==> src/rtl/core/order_book_depth_engine_top_macros.svh <==
// ----------------------------------------------------------------------------
// Order book depth engine assertion macros
// Shared concurrent assertion forms for the depth engine RTL.
// ----------------------------------------------------------------------------
`ifndef ORDER_BOOK_DEPTH_ENGINE_TOP_MACROS_SVH
`define ORDER_BOOK_DEPTH_ENGINE_TOP_MACROS_SVH

// Same-cycle implication, disabled while reset is asserted.
`define OBDE_ASSERT_IMP(lbl, clk, rstn, ante, cons, msg) \
  lbl: assert property (@(posedge clk) disable iff (!rstn) (ante) |-> (cons)) \
    else $error(msg);

// Next-cycle implication, disabled while reset is asserted.
`define OBDE_ASSERT_NXT(lbl, clk, rstn, ante, cons, msg) \
  lbl: assert property (@(posedge clk) disable iff (!rstn) (ante) |=> (cons)) \
    else $error(msg);

`endif

==> src/rtl/core/obde_ram.sv <==
// ----------------------------------------------------------------------------
// Generic single-port-write RAM
// One write port, one read port, read data registered.
// ----------------------------------------------------------------------------
module obde_ram #(
  parameter int WIDTH = 8,
  parameter int DEPTH = 16
) (
  input  logic                     clk_i,
  input  logic                     we_i,
  input  logic [$clog2(DEPTH)-1:0] waddr_i,
  input  logic [WIDTH-1:0]         wdata_i,
  input  logic [$clog2(DEPTH)-1:0] raddr_i,
  output logic [WIDTH-1:0]         rdata_o
);

  logic [WIDTH-1:0] mem_q [DEPTH];
  logic [WIDTH-1:0] rdata_q;

  always_ff @(posedge clk_i) begin
    if (we_i) begin
      mem_q[waddr_i] <= wdata_i;
    end
    rdata_q <= mem_q[raddr_i];
  end

  assign rdata_o = rdata_q;

endmodule

==> config.mk <==
export PLATFORM = sky130hd
export DESIGN_NAME = obde_ram
export DESIGN_NICKNAME = d
export VERILOG_FILES = /design/src/rtl/core/order_book_depth_engine_top_macros.svh /design/src/rtl/core/obde_ram.sv
export SDC_FILE = /design/constraint.sdc
export NUM_CORES = 1
export LEC_CHECK = 0
export BUFFER_PORTS_ARGS = -buffer_cell sky130_fd_sc_hd__buf_4
export CAP_MARGIN = 10
export CORE_ASPECT_RATIO = 1.1
export CORE_UTILIZATION = 54
export CTS_CLUSTER_DIAMETER = 40
export DETAILED_ROUTE_END_ITERATION = 16
export HOLD_SLACK_MARGIN = 0.15
export PLACE_DENSITY = 0.78
export SLEW_MARGIN = 20
export SYNTH_ARGS = -nofsm -noshare
export SYNTH_HDL_FRONTEND = slang
export SYNTH_SLANG_ARGS = --single-unit
==> constraint.sdc <==
create_clock -name clk_i -period 2 [get_ports clk_i]
set_input_delay 0.5 -clock clk_i [delete_from_list [all_inputs] [get_ports clk_i]]
set_output_delay 0.5 -clock clk_i [all_outputs]
set_load 0.01 [all_outputs]
== Word-level counts from Yosys, hierarchy flattened ==
Memory sizes are Yosys's and may differ from the RTL's. A register that Yosys moved wholly into a read port is not among the register bits.
Index checks and enable logic that the tools add are counted.
W data, S select, Z words.
Storage, ports and cells
  input port bits: 18
  memory bits (writable): 128
  register bits after elaboration: 0
  memories: 1
Memory list
  mem_q: words 16, width 8, rd ports 1, clocked after memory_dff 1, wr ports 1, line obde_ram.sv:17  | logic [WIDTH-1:0] mem_q [DEPTH];
Cells by class
  multiplexer cells: 2
Operators with widths (count)
  $mux W1: 2

== Logic depth before layout (Yosys ltp) ==
Gate-level depths: netlist of run 1.
  depth after elaboration: 2
  mapped depth: 5
  depth with buffers taken out: 3

== Least setup slack after synthesis of run 1 ==
No wires, ideal clock.
  path kind: input port to flip-flop
  start: in waddr_i[2]
  end: mem mem_q[0][0] (enable)
  data arrival time: 1610 ps
  required time: 1617 ps
  stages: 2
  slack: 7 ps
  path buffers: 0
  cell sequence: or3b_2 -> nor3_1
RTL lines
  start, declared: line obde_ram.sv:11  | input logic [$clog2(DEPTH)-1:0] waddr_i,
  end, declared: line obde_ram.sv:17
Straight into the memory's write port.

== Worst setup path in the final report of run 1 ==
  start: reg rdata_q[6], in the netlist rdata_o[6], read port of mem_q
  end: out rdata_o[6]
RTL lines
  start, declared: line obde_ram.sv:18  | logic [WIDTH-1:0] rdata_q;
  end, declared: line obde_ram.sv:14  | output logic [WIDTH-1:0] rdata_o
No word-level cell between the ends.

==> flow_summary.ini, run 1 <==
[outcome]
status = completed

[cts]
cts_root_buffer = clkbuf_8
cts_setup_buffers = 0
clock_sinks = 136
hold_buffers = 0
cts_buffers = 17
cts_tree = built
clkTransAtPathRegs_ns = 0.06
cts_buffer_depth = 2
worstSkewPairLatency_ns = 0.52
cts_resized = 0
cts.htree.levels = 4

[floorplan]
dieArea_mm2 = 0.00993
die_h_um = 104
die_x_um = 95.1
core_area_mm2 = 0.00931
num_io_pins = 26
initial_core_util_pct = 55.3
fp-row-count = 37

[synth]
ys_seq_elements = 136
synthTopCellsByArea = edfxtp_1, mux4_2, mux4_1, dfxtp_1, a22oi_1
yosysSeqAreaShare_pct = 77.8
synth_top_cell_by_area = edfxtp_1
synth_most_common_cell = edfxtp_1
synth_edf_count = 128
syn_avg_cell_area_um2 = 22.5
ys_warn_count = 0
synthDistinctLibCells = 19
syn_inst = 229
synth_top_area_share_pct = 74.7
async_flop_share_pct = 0
synthTopCellsByCount = edfxtp_1, mux4_2, a22oi_1
synth_ff_type = edfxtp_1
netlist_area_mm2 = 0.00515
syn_nets = 247

[sta]
period_minus_slack_ns = 1.50
rsz0062_at_grt = no
finClkSkew_ns = 0.00807
timing.final.ws_setup_ns = 0.504
fmax_mhz = 668
tightest_slew_ns = 0.363
min_period_over_period_pct = 74.8
finalSetupViolCount = 0
finalHoldViolations = 0
maxSlewHeadroom_pct = 75.8
setup_tns_ns = 0
finalMaxSlewViolations = 0

[global_route]
grt.overflow.total = 0
grt_max_degree = 17
grtUsageTotal_pct = 21.6
grt_pass1_wl_um = 14400
grt_pass1_vias = 2576
antenna_found_initial = 0

[final_layout]
stdcell_count = 422
post-route-cell-area_mm2 = 0.00616
drive_gt1_share_pct = 31.8
diodes = 0
syn_to_final_growth_pct = 19.7
final_nets = 310

[run]
maxCapViolCount = 0

[pwr]
powerDensity_mw_per_mm2 = 1010
vdd_ir_drop_max_mv = 0.614
leakage_nw = 2.14

[setup_path]
endpoint_kind = output pin
max_stage_delay_ns = 0.35
cp.depth = 1
required_ns = 1.50
crit_chain = buf_4
arrival_ns = 1.00
slowest_stage = dfxtp_1
path_buf_inv = 1
ff2ff_setup_slack_ns = 0.63
ff2ff_path_depth = 3
crit_fanout = 1
start_kind = flop
r2r-end = rdata_o[2]$_DFF_P_
crit_family = flip-flops
crit_type = reg2out
r2r-start = mem_q[1][2]$_DFFE_PP_

[place]
placed_cell_area_mm2 = 0.00565
port_buffers = 25
gp_congestion = 0.779
hpwl_um = 6280
dp_slack_ns = 0.0504
placedCellCount = 390

[route]
firstDrtPassIters = 5
wl_per_cell_um = 22.3
totalWireLength_um = 9390
first_iter_violations = 304
topRoutingLayerUsed = met4
num_vias = 2477
met3_length_um = 521
wl_met1_um = 3870
met2_length_um = 4760
antenna_left = 0
drc = 0
vias_per_cell = 5.87

[worst_hold_path]
whs_path_depth = 1
hold_class = in2reg
min_to = mem_q[4][1]$_DFFE_PP_
worstHoldStart = wdata_i[1]
routing by layer:
layer	vias up	track usage (%)
met5	-	0
met4	0	10.7
met3	20	5.77
met2	101	32.9
met1	1257	28.7
li1	1099	-
cell type report:
cell class	count	area (um2)
clock buffer	26	458
clock inverter	6	55.1
fill	577	3140
multi-input combinational	83	1060
sequential	136	4000
tap	117	146
timing repair buffer	54	443
through the flow:
| step | hold slack (ns) | utilization [%] | total power [mW] |
|---|---|---|---|
| after CTS | 0.254 | 66.2 | 6.28 |
| after floorplan | 0.599 | - | 3.43 |
| after detailed placement | 0.663 | 60.7 | 3.60 |
| after global placement | 0.656 | 60.7 | 3.59 |
| after global routing | 0.277 | 66.2 | 6.41 |
| final | 0.283 | 66.2 | 6.22 |
power breakdown:
part | switching [mW] | leakage [nW] | internal, mW
Sequential | 0.0192 | 1.22 | 3.19
Clock | 1.02 | 0.255 | 1.67
Combinational | 0.169 | 0.657 | 0.160
cells by family after synthesis:
kind of cell | Yosys count | share of synthesized area [%]
simple gates | 35 | 3.18
mux | 32 | 15.0
flops | 136 | 77.8
compound gates | 16 | 2.33
buf+inv | 10 | 1.68
layout by cell type (no fill, tap or decap), types with 2 or more instances in the layout:
cell type,n
edfxtp_1,128
buf_12,3
buf_4,51
nand2b_1,2
nor2_1,13
nor3_1,4
clkbuf_1,8
dfxtp_1,8
clkbuf_8,2
mux4_1,14
nand3b_1,2
nand2_1,9
mux4_2,18
a22oi_1,16
clkinv_2,5
clkbuf_16,16
flip-flops by register name, summed over array words and instances (netlist names):
signal,count
mem_q,128
rdata_o,8
worst max-delay path by stage:
stage	end	from	slack, ns
2_1_floorplan	mem_q[0][0]$_DFFE_PP_	waddr_i[2]	0.007
3_3_place_gp	rdata_o[2]$_DFF_P_	raddr_i[0]	0.06
3_5_place_dp	rdata_o[2]$_DFF_P_	raddr_i[0]	0.05
4_1_cts	rdata_o[6]	rdata_o[6]$_DFF_P_	0.47
5_1_grt	rdata_o[6]	rdata_o[6]$_DFF_P_	0.46
6_report	rdata_o[6]	rdata_o[6]$_DFF_P_	0.50
Power figures use the tool's default switching activity.
==> inputs of run 2 (changes only) <==
==> constraint.sdc (replaced) <==
create_clock -name clk_i -period 1.2 [get_ports clk_i]
set_input_delay 0.3 -clock clk_i [delete_from_list [all_inputs] [get_ports clk_i]]
set_output_delay 0.3 -clock clk_i [all_outputs]
set_load 0.01 [all_outputs]
==> run 2 against run 1 <==
Effect of this change:
- the run now ends with negative setup slack left
- global-route usage grew 2.8 points
- die area is the same
- total power grew 85%
- critical path depth grew 2
- critical path type is now reg2reg
- combinational power grew 110%
- count of clock-buffer cells in the layout shrank 5
- register-to-register slack lost 0.77 ns
- clock power grew 100%
- routed wire length grew 12%
- clock skew shrank 0.00087 ns
- critical endpoint is now rdata_o[4]$_DFF_P_
- flip-flop and latch count is the same
==> flow_summary.ini, run 2 (synthesis gave the netlist of run 1 again) <==
[sta]
maxSlewHeadroom_pct = 29.3
tightest_slew_ns = 1.06
hold_slack_ns = 0.342
timing.final.ws_setup_ns = -0.135
finClkSkew_ns = 0.00720
fmax_mhz = 749
finalSetupViolCount = 16
finalHoldViolations = 0
finalMaxSlewViolations = 0
min_period_over_period_pct = 111
rsz0062_at_grt = yes
period_minus_slack_ns = 1.34

[place]
dp_slack_ns = -0.423
gp_congestion = 0.753
port_buffers = 25
hpwl_um = 5900

[global_route]
grt_pass1_vias = 2761
grtUsageTotal_pct = 24.4
grt_max_degree = 20
antenna_found_initial = 0
grt.overflow.total = 0
grt_pass1_wl_um = 16200

[final_layout]
final_nets = 318
drive_gt1_share_pct = 48.2
seqCellArea_mm2 = 0.00401
multi_input_area_mm2 = 0.00114
syn_to_final_growth_pct = 29.3
layout_commonest_cell = edfxtp_1
top_register = mem_q
layout_common_cells = edfxtp_1, mux4_2, buf_4
largest_register_ff_count = 128
diodes = 0
fillCellCount = 512

[cts]
cts_tree = built
cts_buffers = 17
clock_sinks = 136
worstSkewPairLatency_ns = 0.53
clkTransAtPathRegs_ns = 0.06
cts_buffer_depth = 2
cts.htree.levels = 4
cts_root_buffer = clkbuf_8

[setup_path]
crit_type = reg2reg
required_ns = 1.61
start_kind = flop
arrival_ns = 1.74
endpoint_kind = flop
crit_fanout = 1

[route]
vias_per_cell = 6.04
firstDrtPassIters = 5
wl_per_cell_um = 24.4
num_vias = 2599
antenna_left = 0
drc = 0
totalWireLength_um = 10500
first_iter_violations = 227

[floorplan]
dieArea_mm2 = 0.00993
initial_core_util_pct = 55.3
fp-row-count = 37
die_x_um = 95.1
die_h_um = 104
core_area_mm2 = 0.00931
num_io_pins = 26

[outcome]
violations = negative setup slack
status = complete, but fails checks

[pwr]
powerDensity_mw_per_mm2 = 1730
leakage_nw = 2.22
power_mw = 11.5
vdd_ir_drop_max_mv = 1.17

[run]
maxCapViolCount = 0

[worst_hold_path]
hold_class = in2reg
## run 2: changes by cell type in the layout (fill, tap and decap cells not counted), moves of 11 or more
| cell | before | now |
|---|---|---|
| mux4_1 | 14 | 0 |
| buf_4 | 51 | 29 |
| nor2_1 | 13 | 2 |
| buf_12 | 3 | 17 |
| mux4_2 | 18 | 32 |
## run 2: layer usage
layer / track usage [%] / routed length [um]
met1: 31.6 / 3810
met2: 38.3 / 5610
met3: 6.80 / 804
met4: 11.3 / 263
met5: 0 / 0
## run 2: worst paths after layout
check | from | endpoint | slack [ns] | cells after the start
hold / removal | waddr_i[1] | mem_q[8][4]$_DFFE_PP_ | 0.34 | 4
hold reg to reg | mem_q[15][1]$_DFFE_PP_ | rdata_o[1]$_DFF_P_ | 0.68 | 3
setup reg to reg | mem_q[0][4]$_DFFE_PP_ | rdata_o[4]$_DFF_P_ | -0.14 | 3
setup / recovery | mem_q[0][4]$_DFFE_PP_ | rdata_o[4]$_DFF_P_ | -0.14 | 3
## run 2: final cells by class
class	count	share of cell area [%]
multi-input cells	83	17.1
clock inverters	11	2.54
clock buffers	21	6.90
repair buffers	62	10.9
well taps	117	2.20
flip-flops and latches	136	60.3
## run 2: metrics by stage
| stage | instance area [um2] | TNS (ns) | util, % | instances |
|---|---|---|---|---|
| 2_1_floorplan | 5220 | -9.91 | - | 229 |
| 3_3_place_gp | 5860 | -30.80 | 63.0 | 390 |
| 3_5_place_dp | 5860 | -33.15 | 63.0 | 390 |
| 4_1_cts | 6610 | -1.35 | 71.1 | 430 |
| 5_1_grt | 6660 | -1.73 | 71.5 | 430 |
| 6_report | 6660 | -1.06 | 71.5 | 430 |
## run 2: what timing repair did
action                     4_1_cts  5_1_grt
gates resized for setup         16       11
pin swaps                        0        4
hold endpoints to repair       128        0
setup endpoints to repair       16       16
hold buffers                     8        0
setup buffers                    0        0
## run 2: power by group
part           total (mW)  leakage [nW]  internal, mW  switching (mW)
Combinational       0.692         0.695         0.355           0.336
Sequential           5.37          1.22          5.32          0.0472
Clock                5.48         0.297          3.54            1.94
Total                11.5          2.22          9.21            2.32
## run 2: worst max-delay path: stages, from the launching register on
cell      delay, ns
edfxtp_1       0.40
mux4_2         0.50
a22oi_2        0.20
nand2_1        0.11
