File: src/rtl/core/order_book_depth_engine_top_macros.svh
// ----------------------------------------------------------------------------
// Order book depth engine assertion macros
// Shared concurrent assertion forms for the depth engine RTL.
// ----------------------------------------------------------------------------
`ifndef ORDER_BOOK_DEPTH_ENGINE_TOP_MACROS_SVH
`define ORDER_BOOK_DEPTH_ENGINE_TOP_MACROS_SVH

// Same-cycle implication, disabled while reset is asserted.
`define OBDE_ASSERT_IMP(lbl, clk, rstn, ante, cons, msg) \
  lbl: assert property (@(posedge clk) disable iff (!rstn) (ante) |-> (cons)) \
    else $error(msg);

// Next-cycle implication, disabled while reset is asserted.
`define OBDE_ASSERT_NXT(lbl, clk, rstn, ante, cons, msg) \
  lbl: assert property (@(posedge clk) disable iff (!rstn) (ante) |=> (cons)) \
    else $error(msg);

`endif

File: src/rtl/core/obde_pkg.sv
// ----------------------------------------------------------------------------
// Order book depth engine package
// Payload structs, opcodes, sequencer states and shared widths.
// ----------------------------------------------------------------------------
package obde_pkg;

  localparam int PRICE_W   = 32;
  localparam int SIZE_W    = 31;
  localparam int BOOK_W    = 4;
  localparam int POS_W     = 6;
  localparam int LVL_W     = 5;
  localparam int CNT_IDX_W = 5;  // {book, side}
  localparam int CNT_W     = 6;  // holds up to 63 levels
  localparam int ENABLE_W  = 16;

  typedef enum logic [1:0] {
    REQ_INSERT = 2'd0,
    REQ_UPDATE = 2'd1,
    REQ_DELETE = 2'd2,
    REQ_CLEAR  = 2'd3
  } req_type_e;

  typedef enum logic [3:0] {
    S_IDLE,
    S_LOAD_BID,
    S_LOAD_ASK,
    S_DECIDE,
    S_MOVE_RD,
    S_MOVE_WR,
    S_PUT,
    S_WB_BID,
    S_WB_ASK,
    S_SNAP
  } state_e;

  typedef struct packed {
    req_type_e           req_type;
    logic [BOOK_W-1:0]   book_id;
    logic                side;
    logic [POS_W-1:0]    position;
    logic [PRICE_W-1:0]  price;
    logic [SIZE_W-1:0]   size;
  } req_t;

  typedef struct packed {
    logic [BOOK_W-1:0]   out_book;
    logic                out_side;
    logic [LVL_W-1:0]    level;
    logic                occupied;
    logic [PRICE_W-1:0]  level_price;
    logic [SIZE_W-1:0]   level_size;
    logic                last_of_run;
  } rsp_t;

  typedef struct packed {
    logic                 we;
    logic [CNT_IDX_W-1:0] idx;
    logic [CNT_W-1:0]     data;
  } cnt_wr_t;

endpackage

File: src/rtl/core/obde_cnt_tbl.sv
// ----------------------------------------------------------------------------
// Level count table
// One level count per book side, cleared at reset, one read and one write.
// ----------------------------------------------------------------------------
module obde_cnt_tbl #(
  parameter int DEPTH = 32
) (
  input  logic                             clk_i,
  input  logic                             rst_ni,
  input  logic [obde_pkg::CNT_IDX_W-1:0]   rd_idx_i,
  output logic [obde_pkg::CNT_W-1:0]       rd_cnt_o,
  input  obde_pkg::cnt_wr_t                wr_i
);

  import obde_pkg::*;

  localparam int IW = (DEPTH > 1) ? $clog2(DEPTH) : 1;

  logic [CNT_W-1:0] cnt_q [DEPTH];

  always_ff @(posedge clk_i or negedge rst_ni) begin
    if (!rst_ni) begin
      for (int i = 0; i < DEPTH; i++) begin
        cnt_q[i] <= '0;
      end
    end else if (wr_i.we) begin
      cnt_q[wr_i.idx[IW-1:0]] <= wr_i.data;
    end
  end

  assign rd_cnt_o = cnt_q[rd_idx_i[IW-1:0]];

endmodule

File: config.mk
export PLATFORM = sky130hd
export DESIGN_NAME = obde_cnt_tbl
export DESIGN_NICKNAME = d
export VERILOG_FILES = /design/src/rtl/core/order_book_depth_engine_top_macros.svh /design/src/rtl/core/obde_pkg.sv /design/src/rtl/core/obde_cnt_tbl.sv
export SDC_FILE = /design/constraint.sdc
export NUM_CORES = 1
export LEC_CHECK = 0
export ABC_CLOCK_PERIOD_IN_PS = 2300
export BUFFER_PORTS_ARGS = -buffer_cell sky130_fd_sc_hd__buf_2
export CORE_UTILIZATION = 40
export DETAILED_ROUTE_END_ITERATION = 8
export HOLD_SLACK_MARGIN = 0.08
export PLACE_DENSITY = 0.61
export REMOVE_ABC_BUFFERS = 1
export SYNTH_ARGS = -nofsm -noshare
export SYNTH_HDL_FRONTEND = slang
export SYNTH_SLANG_ARGS = --single-unit
File: constraint.sdc
create_clock -name clk_i -period 2.3 [get_ports clk_i]
set_input_delay 0.115 -clock clk_i [delete_from_list [all_inputs] [get_ports clk_i]]
set_output_delay 0.115 -clock clk_i [all_outputs]
set_load 0.02 [all_outputs]
Yosys cells after proc, flatten, opt, wreduce, memory -nomap -nowiden:

Index checks and enable logic that the tools add are counted.

* multiplexer cells: 6
* order comparisons: 3
* bitwise operators: 2
* reduce and logical (&&, ||, !) cells: 1

Operators by type and width (number)
* 192-bit bitwise mux: 1
* 6-bit binary-select mux with 5-bit select: 1
* 6-bit demux with 5-bit select: 1
* 6-bit 2-to-1 mux: 3
* 6-bit >= comparator, second input constant: 2
* 5-bit inverter with 6-bit output: 2
* 6-bit by 1-bit < comparator with 1-bit output, second input constant: 1
* 1-bit logical AND: 1

* output and inout port bits: 6
* input bits: 19
* word-level logic and storage cells: 44
* register bits: 192

Logic depth before layout (Yosys ltp):

Gate-level depths: netlist (run 1).

* depth after elaboration: 6
* gate-level depth with buffers: 5
* gate-level depth less buffers: 3

Least setup slack after synthesis (run 1):

OpenSTA, ideal clock, no wires.

* kind: in2out
* start: input rd_idx_i[2] (netlist name)
* end: output rd_cnt_o[0] (netlist name)
* slack: 0.281 ns
* buffers on the path: 2
* required time: 2.185 ns
* arrival: 1.904 ns
* cell stages on the path: 5
* cells stage by stage: clkbuf_1 clkbuf_1 mux4_2 mux4_2 mux2_2

* cells in the longest elaborated chain, start to end: 4

RTL lines
* start: declaration: line obde_cnt_tbl.sv:10 `input logic [obde_pkg::CNT_IDX_W-1:0] rd_idx_i,`
* 5-bit inverter with 6-bit output (not written as such): line obde_cnt_tbl.sv:31 `assign rd_cnt_o = cnt_q[rd_idx_i[IW-1:0]];`
* 6-bit binary-select mux with 5-bit select: line obde_cnt_tbl.sv:31
* 6-bit 2-to-1 mux (not written as such) (2 in a row): line obde_cnt_tbl.sv:31
* end: declaration: line obde_cnt_tbl.sv:11 `output logic [obde_pkg::CNT_W-1:0] rd_cnt_o,`

Every way passes these cells. The select of a mux whose other input is x is not followed.

Worst setup path after layout (run 1):

* start: register cnt_q[52] (netlist name)
* end: output rd_cnt_o[4] (netlist name)

* cells in the longest elaborated chain, start to end: 3

RTL lines
* start: declaration: line obde_cnt_tbl.sv:19 `logic [CNT_W-1:0] cnt_q [DEPTH];`
* start signal: indexed assignment: line obde_cnt_tbl.sv:27 `cnt_q[wr_i.idx[IW-1:0]] <= wr_i.data;`
* 6-bit binary-select mux with 5-bit select: line obde_cnt_tbl.sv:31
* 6-bit 2-to-1 mux (not written as such) (2 in a row): line obde_cnt_tbl.sv:31

Every way passes these cells. The select of a mux whose other input is x is not followed.

==> results of run 1 <==
## worst paths after layout
path	startpoint	to	cells after the start
worst max-delay path	cnt_q[52]	rd_cnt_o[4]	4
max in group asynchronous	rst_ni	cnt_q[162]	3
worst max register to register	cnt_q[171]	cnt_q[171]	1
worst min register to register	cnt_q[117]	cnt_q[117]	1
worst min-delay path	rst_ni	cnt_q[7]	2
min in group clk_i	wr_i[8]	cnt_q[112]	4
## kinds of logic (layout without fill, tap and decap cells)
logic type / Yosys count / in the layout / synth area share
DFF: 192 / 192 / 0.5483
buffers and inverters: 31 / 76 / 0.01614
and+or+nand+nor: 48 / 48 / 0.02685
muxes: 258 / 258 / 0.4087
## metal layers
metal,GRT usage,routed length (um),up-vias
met5,0,0,-
met4,0.05000,182,0
met3,0.04329,628,10
met2,0.2926,9176,63
met1,0.2808,9549,2639
li1,-,-,2060
## repair_timing
action                                 CTS  global route
setup endpoints to repair                6             6
hold buffers                             1             0
endpoints found under the hold margin   67             0
pin swaps                                0             0
gates resized for setup                 18             0
## layout by cell type (no fill, tap or decap), types with 2 or more instances in the layout
cell type / count
and3b_1: 2
buf_12: 6
buf_2: 16
buf_4: 14
buf_6: 6
clkbuf_16: 17
clkbuf_8: 2
clkinv_2: 5
clkinv_4: 5
dfrtp_1: 192
mux2_1: 192
mux2_4: 6
mux4_2: 60
nand2_1: 16
nand3_1: 2
nand3b_1: 5
nor2_1: 16
nor3b_1: 4
## per-stage QoR
| step | std cells | power, uW | utilization | worst slack [ns] |
|---|---|---|---|---|
| after floorplan | 498 | 5236 | - | 0.6129 |
| after detailed placement | 816 | 5861 | 0.4389 | 0.1066 |
| after CTS | 849 | 8732 | 0.4685 | -0.1335 |
| final | 849 | 8647 | 0.4685 | -0.1250 |
| after global placement | 816 | 5769 | 0.4389 | 0.09523 |
| after global routing | 849 | 9058 | 0.4685 | -0.1611 |
## layout make-up
class / count / area share
tap: 275 / 0.03461
sequential: 192 / 0.4833
multi-input combinational: 306 / 0.3861
clock buffer: 19 / 0.04455
clock inverter: 13 / 0.01158
timing repair buffer: 44 / 0.03989
## where the power goes
| group | total, uW | internal [uW] | switching [uW] |
|---|---|---|---|
| clock network | 2800 | 1520 | 1270 |
| registers | 4350 | 4030 | 322 |
| logic | 1500 | 869 | 626 |
| total | 8650 | 6420 | 2220 |
==> flow_summary_export.csv, run 1 <==
group,metric,value,unit
cells_and_area,largest_register_ffs,192,
timing,finalCriticalPeriod,2.425,ns
critical_path,end_kind,"primary output",
drt,totalWireLength,19540,um
cells_and_area,fillers,1825,
hold_path,hold_class,"in2async",
timing,finalSetupTns,-0.4942,ns
critical_path,crit_top_cell,"mux4_2",
cells_and_area,biggestRegsByFlops,"cnt_q: 192 flops",
clock_network,tritoncts,"done",
cells_and_area,design_area,9942,um^2
global_route,grtUsageTotal,0.1933,
outcome,violations,"negative setup slack",
pwr,p_per_area,869.8,nW/um^2
synth,yosysTopAreaCell,"dfrtp_1",
synth,synth.area.top_cells,"dfrtp_1 (55%), mux2_1 (25%), mux4_2 (15%)",
cells_and_area,drive_above_1_share,0.2439,
drt,remaining_drc_errors,0,
critical_path,arrival,2.31,ns
timing,whs,0.2496,ns
floorplan,rows,53,
timing,final-setup-viol-count,6,
critical_path,cp-start-kind,"flip-flop",
pwr,leakagePower,0.004489,uW
global_route,grt_pass1_vias,5221,
floorplan,die_w,150.0,um
cells_and_area,multi_input_area,3839,um^2
clock_network,clkTransAtPathRegs,0.07,ns
clock_network,root_buffer,"clkbuf_16",
synth,ys_seq_area_frac,0.5483,
critical_path,crit_required,2.18,ns
placed_design,port_buffers,24,
job,drv_cap,0,
cells_and_area,regArea,4805,um^2
timing,skew,0,ns
synth,synth_warnings,0,
synth,synth_cell_type_count,17,
critical_path,crit_path_max_incr_delay,0.54,ns
timing,rsz0062_at_grt,"yes",
global_route,grt_overflow_total,0,
timing,max_slew_margin,0.4860,
clock_network,numClockSinks,192,
synth,syn_avg_cell_area,16.56,um^2
clock_network,cts_setup_buffers,0,
global_route,antenna_found_initial,0,
timing,tightest_slew,0.7682,ns
drt,initialDrtViolationCount,275,
timing,fmax,0.4124,GHz
floorplan,dieArea,22500,um^2
clock_network,clk_latency,0.42,ns
synth,syn-cell-area,8762,um^2
synth,synth_top_area_frac,0.5483,
critical_path,crit_type,"reg2out",
pwr,ir_drop,392.5,uV
clock_network,cts_buffers,17,
cells_and_area,area_delta_synth_final,13.47,%
drt,wl_per_cell,23.01,um
global_route,grt_start_max_net_pins,72,
synth,synth_seq_cells,192,
clock_network,clock_path_buffers,2,
placed_design,dp_hpwl,13400,um
drt,antenna_left,0,
critical_path,path_buf_inv,1,
timing,fin_ws,-0.1250,ns
floorplan,boundaryPins,25,
cells_and_area,diodes,0,
drt,route.vias.total,4772,
clock_network,h-tree-depth,4,
cells_and_area,layout.nets,580,
placed_design,placed_cell_area,9314,um^2
global_route,grt_first_pass_wirelength,31700,um
outcome,outcome,"finished with violations",
critical_path,path_max_fanout,2,
synth,synth_edf_count,0,
critical_path,crit_family,"multiplexers",
synth,yosys-top-cells-count,"dfrtp_1 (192), mux2_1 (192), mux4_2 (60), clkbuf_1 (24)",
synth,syn-instance-count,529,
cells_and_area,top_register,"cnt_q",
synth,ys_dominant_reg_cell,"dfrtp_1",
timing,slew_violations,0,
timing,post-route-period-util,1.054,
drt,routed_via_density,5.621,
floorplan,start_util,0.4129,
floorplan,core_area,21220,um^2
floorplan,die_y,150.0,um
critical_path,path_cells,"mux4_2, mux4_2, mux2_4, buf_6",
drt,drt_first_pass_iters,4,
critical_path,cp_slowest_cell,"mux4_2",
placed_design,gp_congestion,0.7535,
critical_path,rrSetupSlack,1.48,ns
synth,async_flop_share,1.000,
timing,hold_viol_final,0,
Power figures use the tool's default switching activity.
==> run 2, diff against run 1 <==
--- a/config.mk
+++ b/config.mk
@@ -7,10 +7,10 @@
 export LEC_CHECK = 0
 export ABC_CLOCK_PERIOD_IN_PS = 2300
 export BUFFER_PORTS_ARGS = -buffer_cell sky130_fd_sc_hd__buf_2
-export CORE_UTILIZATION = 40
+export CORE_UTILIZATION = 45
 export DETAILED_ROUTE_END_ITERATION = 8
 export HOLD_SLACK_MARGIN = 0.08
-export PLACE_DENSITY = 0.61
+export PLACE_DENSITY = 0.67
 export REMOVE_ABC_BUFFERS = 1
 export SYNTH_ARGS = -nofsm -noshare
 export SYNTH_HDL_FRONTEND = slang
==> flow_summary_export.csv, run 2 (synthesized netlist as in run 1, its figures left out) <==
group,metric,value,unit
pwr,p_comb_frac,0.169,
clock_network,h-tree-depth,4,
drt,highest_layer,"met4",
timing,max_slew_margin,0.4794,
critical_path,cp-start-kind,"flip-flop",
placed_design,gp_congestion,0.7960,
drt,dr_wl_met2,9181,um
critical_path,path_max_fanout,2,
pwr,seq_power_share,0.494,
outcome,outcome,"finished with violations",
cells_and_area,fillers,1558,
floorplan,boundaryPins,25,
timing,rsz0062_at_grt,"yes",
drt,initialDrtViolationCount,338,
cells_and_area,top_register,"cnt_q",
drt,route.vias.total,4826,
pwr,netSwitchingFraction,0.2580,
pwr,leakagePower,0.004485,uW
cells_and_area,layout.nets,577,
clock_network,cts_buffers,17,
global_route,antenna_found_initial,1,
pwr,p_sw,2279,uW
timing,slew_violations,0,
clock_network,numClockSinks,192,
placed_design,dp_hpwl,12860,um
cells_and_area,design_area,9935,um^2
cells_and_area,drive_above_1_share,0.2417,
clock_network,tritoncts,"done",
global_route,grt_overflow_total,0,
hold_path,hold_class,"in2async",
drt,routed_via_density,5.800,
global_route,grt_pass1_vias,5266,
timing,final-setup-viol-count,6,
cells_and_area,biggestRegsByFlops,"cnt_q: 192 flops",
critical_path,crit_required,2.18,ns
critical_path,end_kind,"primary output",
pwr,p_int,6556,uW
clock_network,root_buffer,"clkbuf_16",
timing,fmax,0.4112,GHz
cells_and_area,final_util,0.5258,
timing,skew,0,ns
timing,post-route-period-util,1.057,
floorplan,die_w,141.5,um
cells_and_area,mostFrequentLayoutCells,"mux2_1 (192), dfrtp_1 (192), mux4_2 (60)",
timing,tightest_slew,0.7808,ns
global_route,grt_start_max_net_pins,82,
drt,wl_per_cell,23.05,um
pwr,p_per_area,889.3,nW/um^2
floorplan,rows,50,
outcome,violations,"negative setup slack",
floorplan,core_area,18890,um^2
clock_network,clkTransAtPathRegs,0.07,ns
drt,antenna_left,0,
critical_path,crit_type,"reg2out",
cells_and_area,area_delta_synth_final,13.38,%
floorplan,dieArea,20030,um^2
timing,finalCriticalPeriod,2.432,ns
cells_and_area,layout.cells.non_filler,832,
global_route,grt_first_pass_wirelength,31880,um
drt,met1_length,8846,um
cells_and_area,largest_register_ffs,192,
floorplan,die_y,141.5,um
pwr,ir_drop,610.4,uV
timing,finalSetupTns,-0.5992,ns
timing,hold_viol_final,0,
clock_network,clock_path_buffers,2,
clock_network,clk_latency,0.44,ns
drt,drt_first_pass_iters,4,
timing,fin_ws,-0.1318,ns
placed_design,port_buffers,24,
placed_design,placed_cell_area,9255,um^2
drt,dr_wl_met3,704,um
drt,remaining_drc_errors,0,
drt,totalWireLength,19180,um
placed_design,dpl.cell_count,796,
critical_path,arrival,2.32,ns
global_route,grtUsageTotal,0.2155,
floorplan,start_util,0.4638,
pwr,clock_power_share,0.337,
job,drv_cap,0,
[run 2: worst paths after layout]
check	from	cells after the start	endpoint	slack (ns)
max	cnt_q[106]	4	rd_cnt_o[4]	-0.13
min	rst_ni	2	cnt_q[47]	0.30
max reg2reg	cnt_q[18]	2	cnt_q[18]	1.39
min reg2reg	cnt_q[57]	1	cnt_q[57]	0.48
max in group asynchronous	rst_ni	3	cnt_q[147]	1.28
min in group clk_i	wr_i[3]	2	cnt_q[129]	0.38
[run 2: power by group through the flow]
stage / Clock [uW] / Combinational (uW) / Sequential, uW
after global placement: 0 / 1370 / 4390
after detailed placement: 0 / 1430 / 4420
after global routing: 3160 / 1620 / 4440
final: 2980 / 1500 / 4360
after CTS: 3030 / 1510 / 4360
after floorplan: 0 / 954 / 4280
[run 2: per-stage QoR]
step / power (uW) / hold WS, ns / setup slack (ns)
after floorplan: 5236 / -0.1806 / 0.6129
after global placement: 5760 / 0.2237 / 0.07330
after detailed placement: 5845 / 0.2276 / 0.06643
after CTS: 8897 / 0.3346 / -0.1528
after global routing: 9218 / 0.3842 / -0.1663
final: 8835 / 0.2960 / -0.1318
[run 2: what timing repair did]
item | 4_1_cts | 5_1_grt
hold buffers | 1 | 0
setup buffers | 1 | 1
gates resized for setup | 18 | 0
setup endpoints to repair | 6 | 6
endpoints found under the hold margin | 74 | 0
[run 2: metal layers]
metal  up-vias  global-route usage
met3        27             0.03341
met2        85              0.3308
li1       2063                   -
met4         0             0.07980
met5         -                   0
met1      2651              0.3125
[run 2: critical path, stage by stage (launching register included)]
cell and delay (ns):
dfrtp_1 0.38, mux4_2 0.54, mux4_2 0.54, mux2_4 0.29, buf_6 0.13
[run 2: final cells by class]
class                           count  area (um^2)  share of cell area
Sequential cell                   192         4805              0.4836
Tap cell                          260        325.3             0.03275
Multi-Input combinational cell    306         3839              0.3864
Clock inverter                     14        152.6             0.01537
Timing Repair Buffer               41        371.6             0.03741
Clock buffer                       18        439.2             0.04421
Antenna cell                        1        2.502           0.0002519
==> run 3, diff against run 2 <==
--- a/config.mk
+++ b/config.mk
@@ -9,6 +9,7 @@
 export BUFFER_PORTS_ARGS = -buffer_cell sky130_fd_sc_hd__buf_2
 export CORE_UTILIZATION = 45
 export DETAILED_ROUTE_END_ITERATION = 8
+export GPL_TIMING_DRIVEN = 0
 export HOLD_SLACK_MARGIN = 0.08
 export PLACE_DENSITY = 0.67
 export REMOVE_ABC_BUFFERS = 1
==> flow_summary_export.csv, run 3 (synthesized netlist as in run 1, its figures left out) <==
group,metric,value,unit
drt,antenna_left,0,
pwr,netSwitchingFraction,0.2583,
drt,remaining_drc_errors,0,
cells_and_area,fillers,1550,
critical_path,arrival,2.30,ns
pwr,p_comb_frac,0.170,
clock_network,numClockSinks,192,
timing,fin_ws,-0.1153,ns
floorplan,start_util,0.4638,
timing,max_slew_margin,0.4789,
global_route,grt_pass1_vias,5089,
global_route,grt_overflow_total,0,
clock_network,clkTransAtPathRegs,0.07,ns
cells_and_area,diodes,0,
floorplan,boundaryPins,25,
pwr,seq_power_share,0.502,
critical_path,crit_required,2.18,ns
pwr,finalPower,8649,uW
floorplan,die_w,141.5,um
cells_and_area,drive_above_1_share,0.2232,
clock_network,tritoncts,"done",
critical_path,end_kind,"primary output",
timing,finalCriticalPeriod,2.415,ns
placed_design,gp_congestion,0.7853,
drt,initialDrtViolationCount,261,
pwr,ir_drop,551.1,uV
pwr,p_per_area,880.7,nW/um^2
outcome,outcome,"finished with violations",
hold_path,hold_class,"in2async",
clock_network,h-tree-depth,4,
placed_design,dp_hpwl,11830,um
timing,slew_violations,0,
floorplan,rows,50,
placed_design,port_buffers,24,
cells_and_area,design_area,9821,um^2
drt,wl_per_cell,21.34,um
clock_network,cts_buffers,17,
cells_and_area,regArea,4805,um^2
cells_and_area,layout.cells.non_filler,820,
cells_and_area,final_util,0.5198,
cells_and_area,biggestRegsByFlops,"cnt_q: 192 flops",
cells_and_area,multi_input_area,3839,um^2
critical_path,r2r_cells,2,
clock_network,clock_path_buffers,2,
timing,finalSetupTns,-0.5672,ns
floorplan,core_area,18890,um^2
critical_path,crit_type,"reg2out",
timing,tightest_slew,0.7816,ns
pwr,p_int,6415,uW
timing,final-setup-viol-count,6,
floorplan,dieArea,20030,um^2
global_route,grtUsageTotal,0.1975,
cells_and_area,mostFrequentLayoutCells,"mux2_1 (192), dfrtp_1 (192), mux4_2 (60)",
floorplan,die_y,141.5,um
placed_design,placed_cell_area,9134,um^2
global_route,grt_start_max_net_pins,104,
job,drv_cap,0,
cells_and_area,area_delta_synth_final,12.08,%
global_route,antenna_found_initial,0,
timing,fmax,0.4140,GHz
timing,rsz0062_at_grt,"yes",
placed_design,dpl.cell_count,784,
pwr,leakagePower,0.004406,uW
timing,skew,0,ns
outcome,violations,"negative setup slack",
drt,totalWireLength,17500,um
critical_path,path_max_fanout,2,
timing,post-route-period-util,1.050,
clock_network,root_buffer,"clkbuf_16",
drt,drt_first_pass_iters,4,
drt,route.vias.total,4659,
pwr,p_sw,2234,uW
cells_and_area,layout.nets,566,
drt,routed_via_density,5.682,
critical_path,cp-start-kind,"flip-flop",
global_route,grt_first_pass_wirelength,29460,um
cells_and_area,largest_register_ffs,192,
clock_network,clk_latency,0.42,ns
cells_and_area,top_register,"cnt_q",
timing,hold_viol_final,0,
pwr,clock_power_share,0.329,
## run 3: changes by cell type in the layout (fill, tap and decap cells not counted), moves of 2 or more
cell        previous run  this run
inv_8                  0         2
clkinv_4               2         0
buf_16                 0         2
buf_12                 6         0
inv_6                  6         4
clkinvlp_4             1         5
buf_4                 11         3
clkbuf_1               0         2
clkinv_2               3         1
## run 3: worst paths after layout
kind,start,slack [ns],to
max,cnt_q[107],-0.12,rd_cnt_o[5]
min,rst_ni,0.29,cnt_q[47]
max reg2reg,cnt_q[142],1.39,cnt_q[142]
min reg2reg,cnt_q[115],0.48,cnt_q[115]
max in group asynchronous,rst_ni,1.08,cnt_q[186]
min in group clk_i,wr_i[0],0.35,cnt_q[54]
## run 3: cell type report
type,instances,area share
Clock buffer,19,0.04408
Clock inverter,13,0.01325
Multi-Input combinational cell,306,0.3909
Sequential cell,192,0.4892
Tap cell,260,0.03313
Timing Repair Buffer,30,0.02943
## run 3: routing by layer
layer / wire (um) / part of all wire / GRT usage
met1: 7909 / 0.45 / 0.2736
met2: 8592 / 0.49 / 0.3114
met3: 586 / 0.033 / 0.03679
met4: 412 / 0.024 / 0.07470
met5: 0 / 0 / 0
## run 3: power groups by stage
stage / clock [uW] / combinational (uW) / sequential [uW]
after floorplan: 0 / 954 / 4280
after global placement: 0 / 1320 / 4340
after detailed placement: 0 / 1390 / 4410
after CTS: 2910 / 1480 / 4340
after global routing: 3040 / 1590 / 4430
final: 2840 / 1470 / 4340
## run 3: metrics by stage
| stage | setup slack (ns) | hold WS (ns) |
|---|---|---|
| final | -0.1153 | 0.2949 |
| after global routing | -0.1509 | 0.3685 |
| after CTS | -0.1197 | 0.3266 |
| after detailed placement | -0.4172 | 0.2147 |
| after global placement | -1.778 | 0.4620 |
| after floorplan | 0.6129 | -0.1806 |
## run 3: worst max-delay path, cell delays in order (launching register included)
cell	delay, ns
dfrtp_1	0.38
mux4_2	0.51
mux4_2	0.54
mux2_4	0.31
buf_6	0.14
## run 3: repair_timing
| action | 4_1_cts | 5_1_grt |
|---|---|---|
| setup endpoints to repair | 6 | 6 |
| setup buffers | 2 | 0 |
| cloned | 1 | 0 |
| hold endpoints to repair | 102 | 0 |
| hold buffers | 1 | 0 |
| gates resized for setup | 20 | 0 |
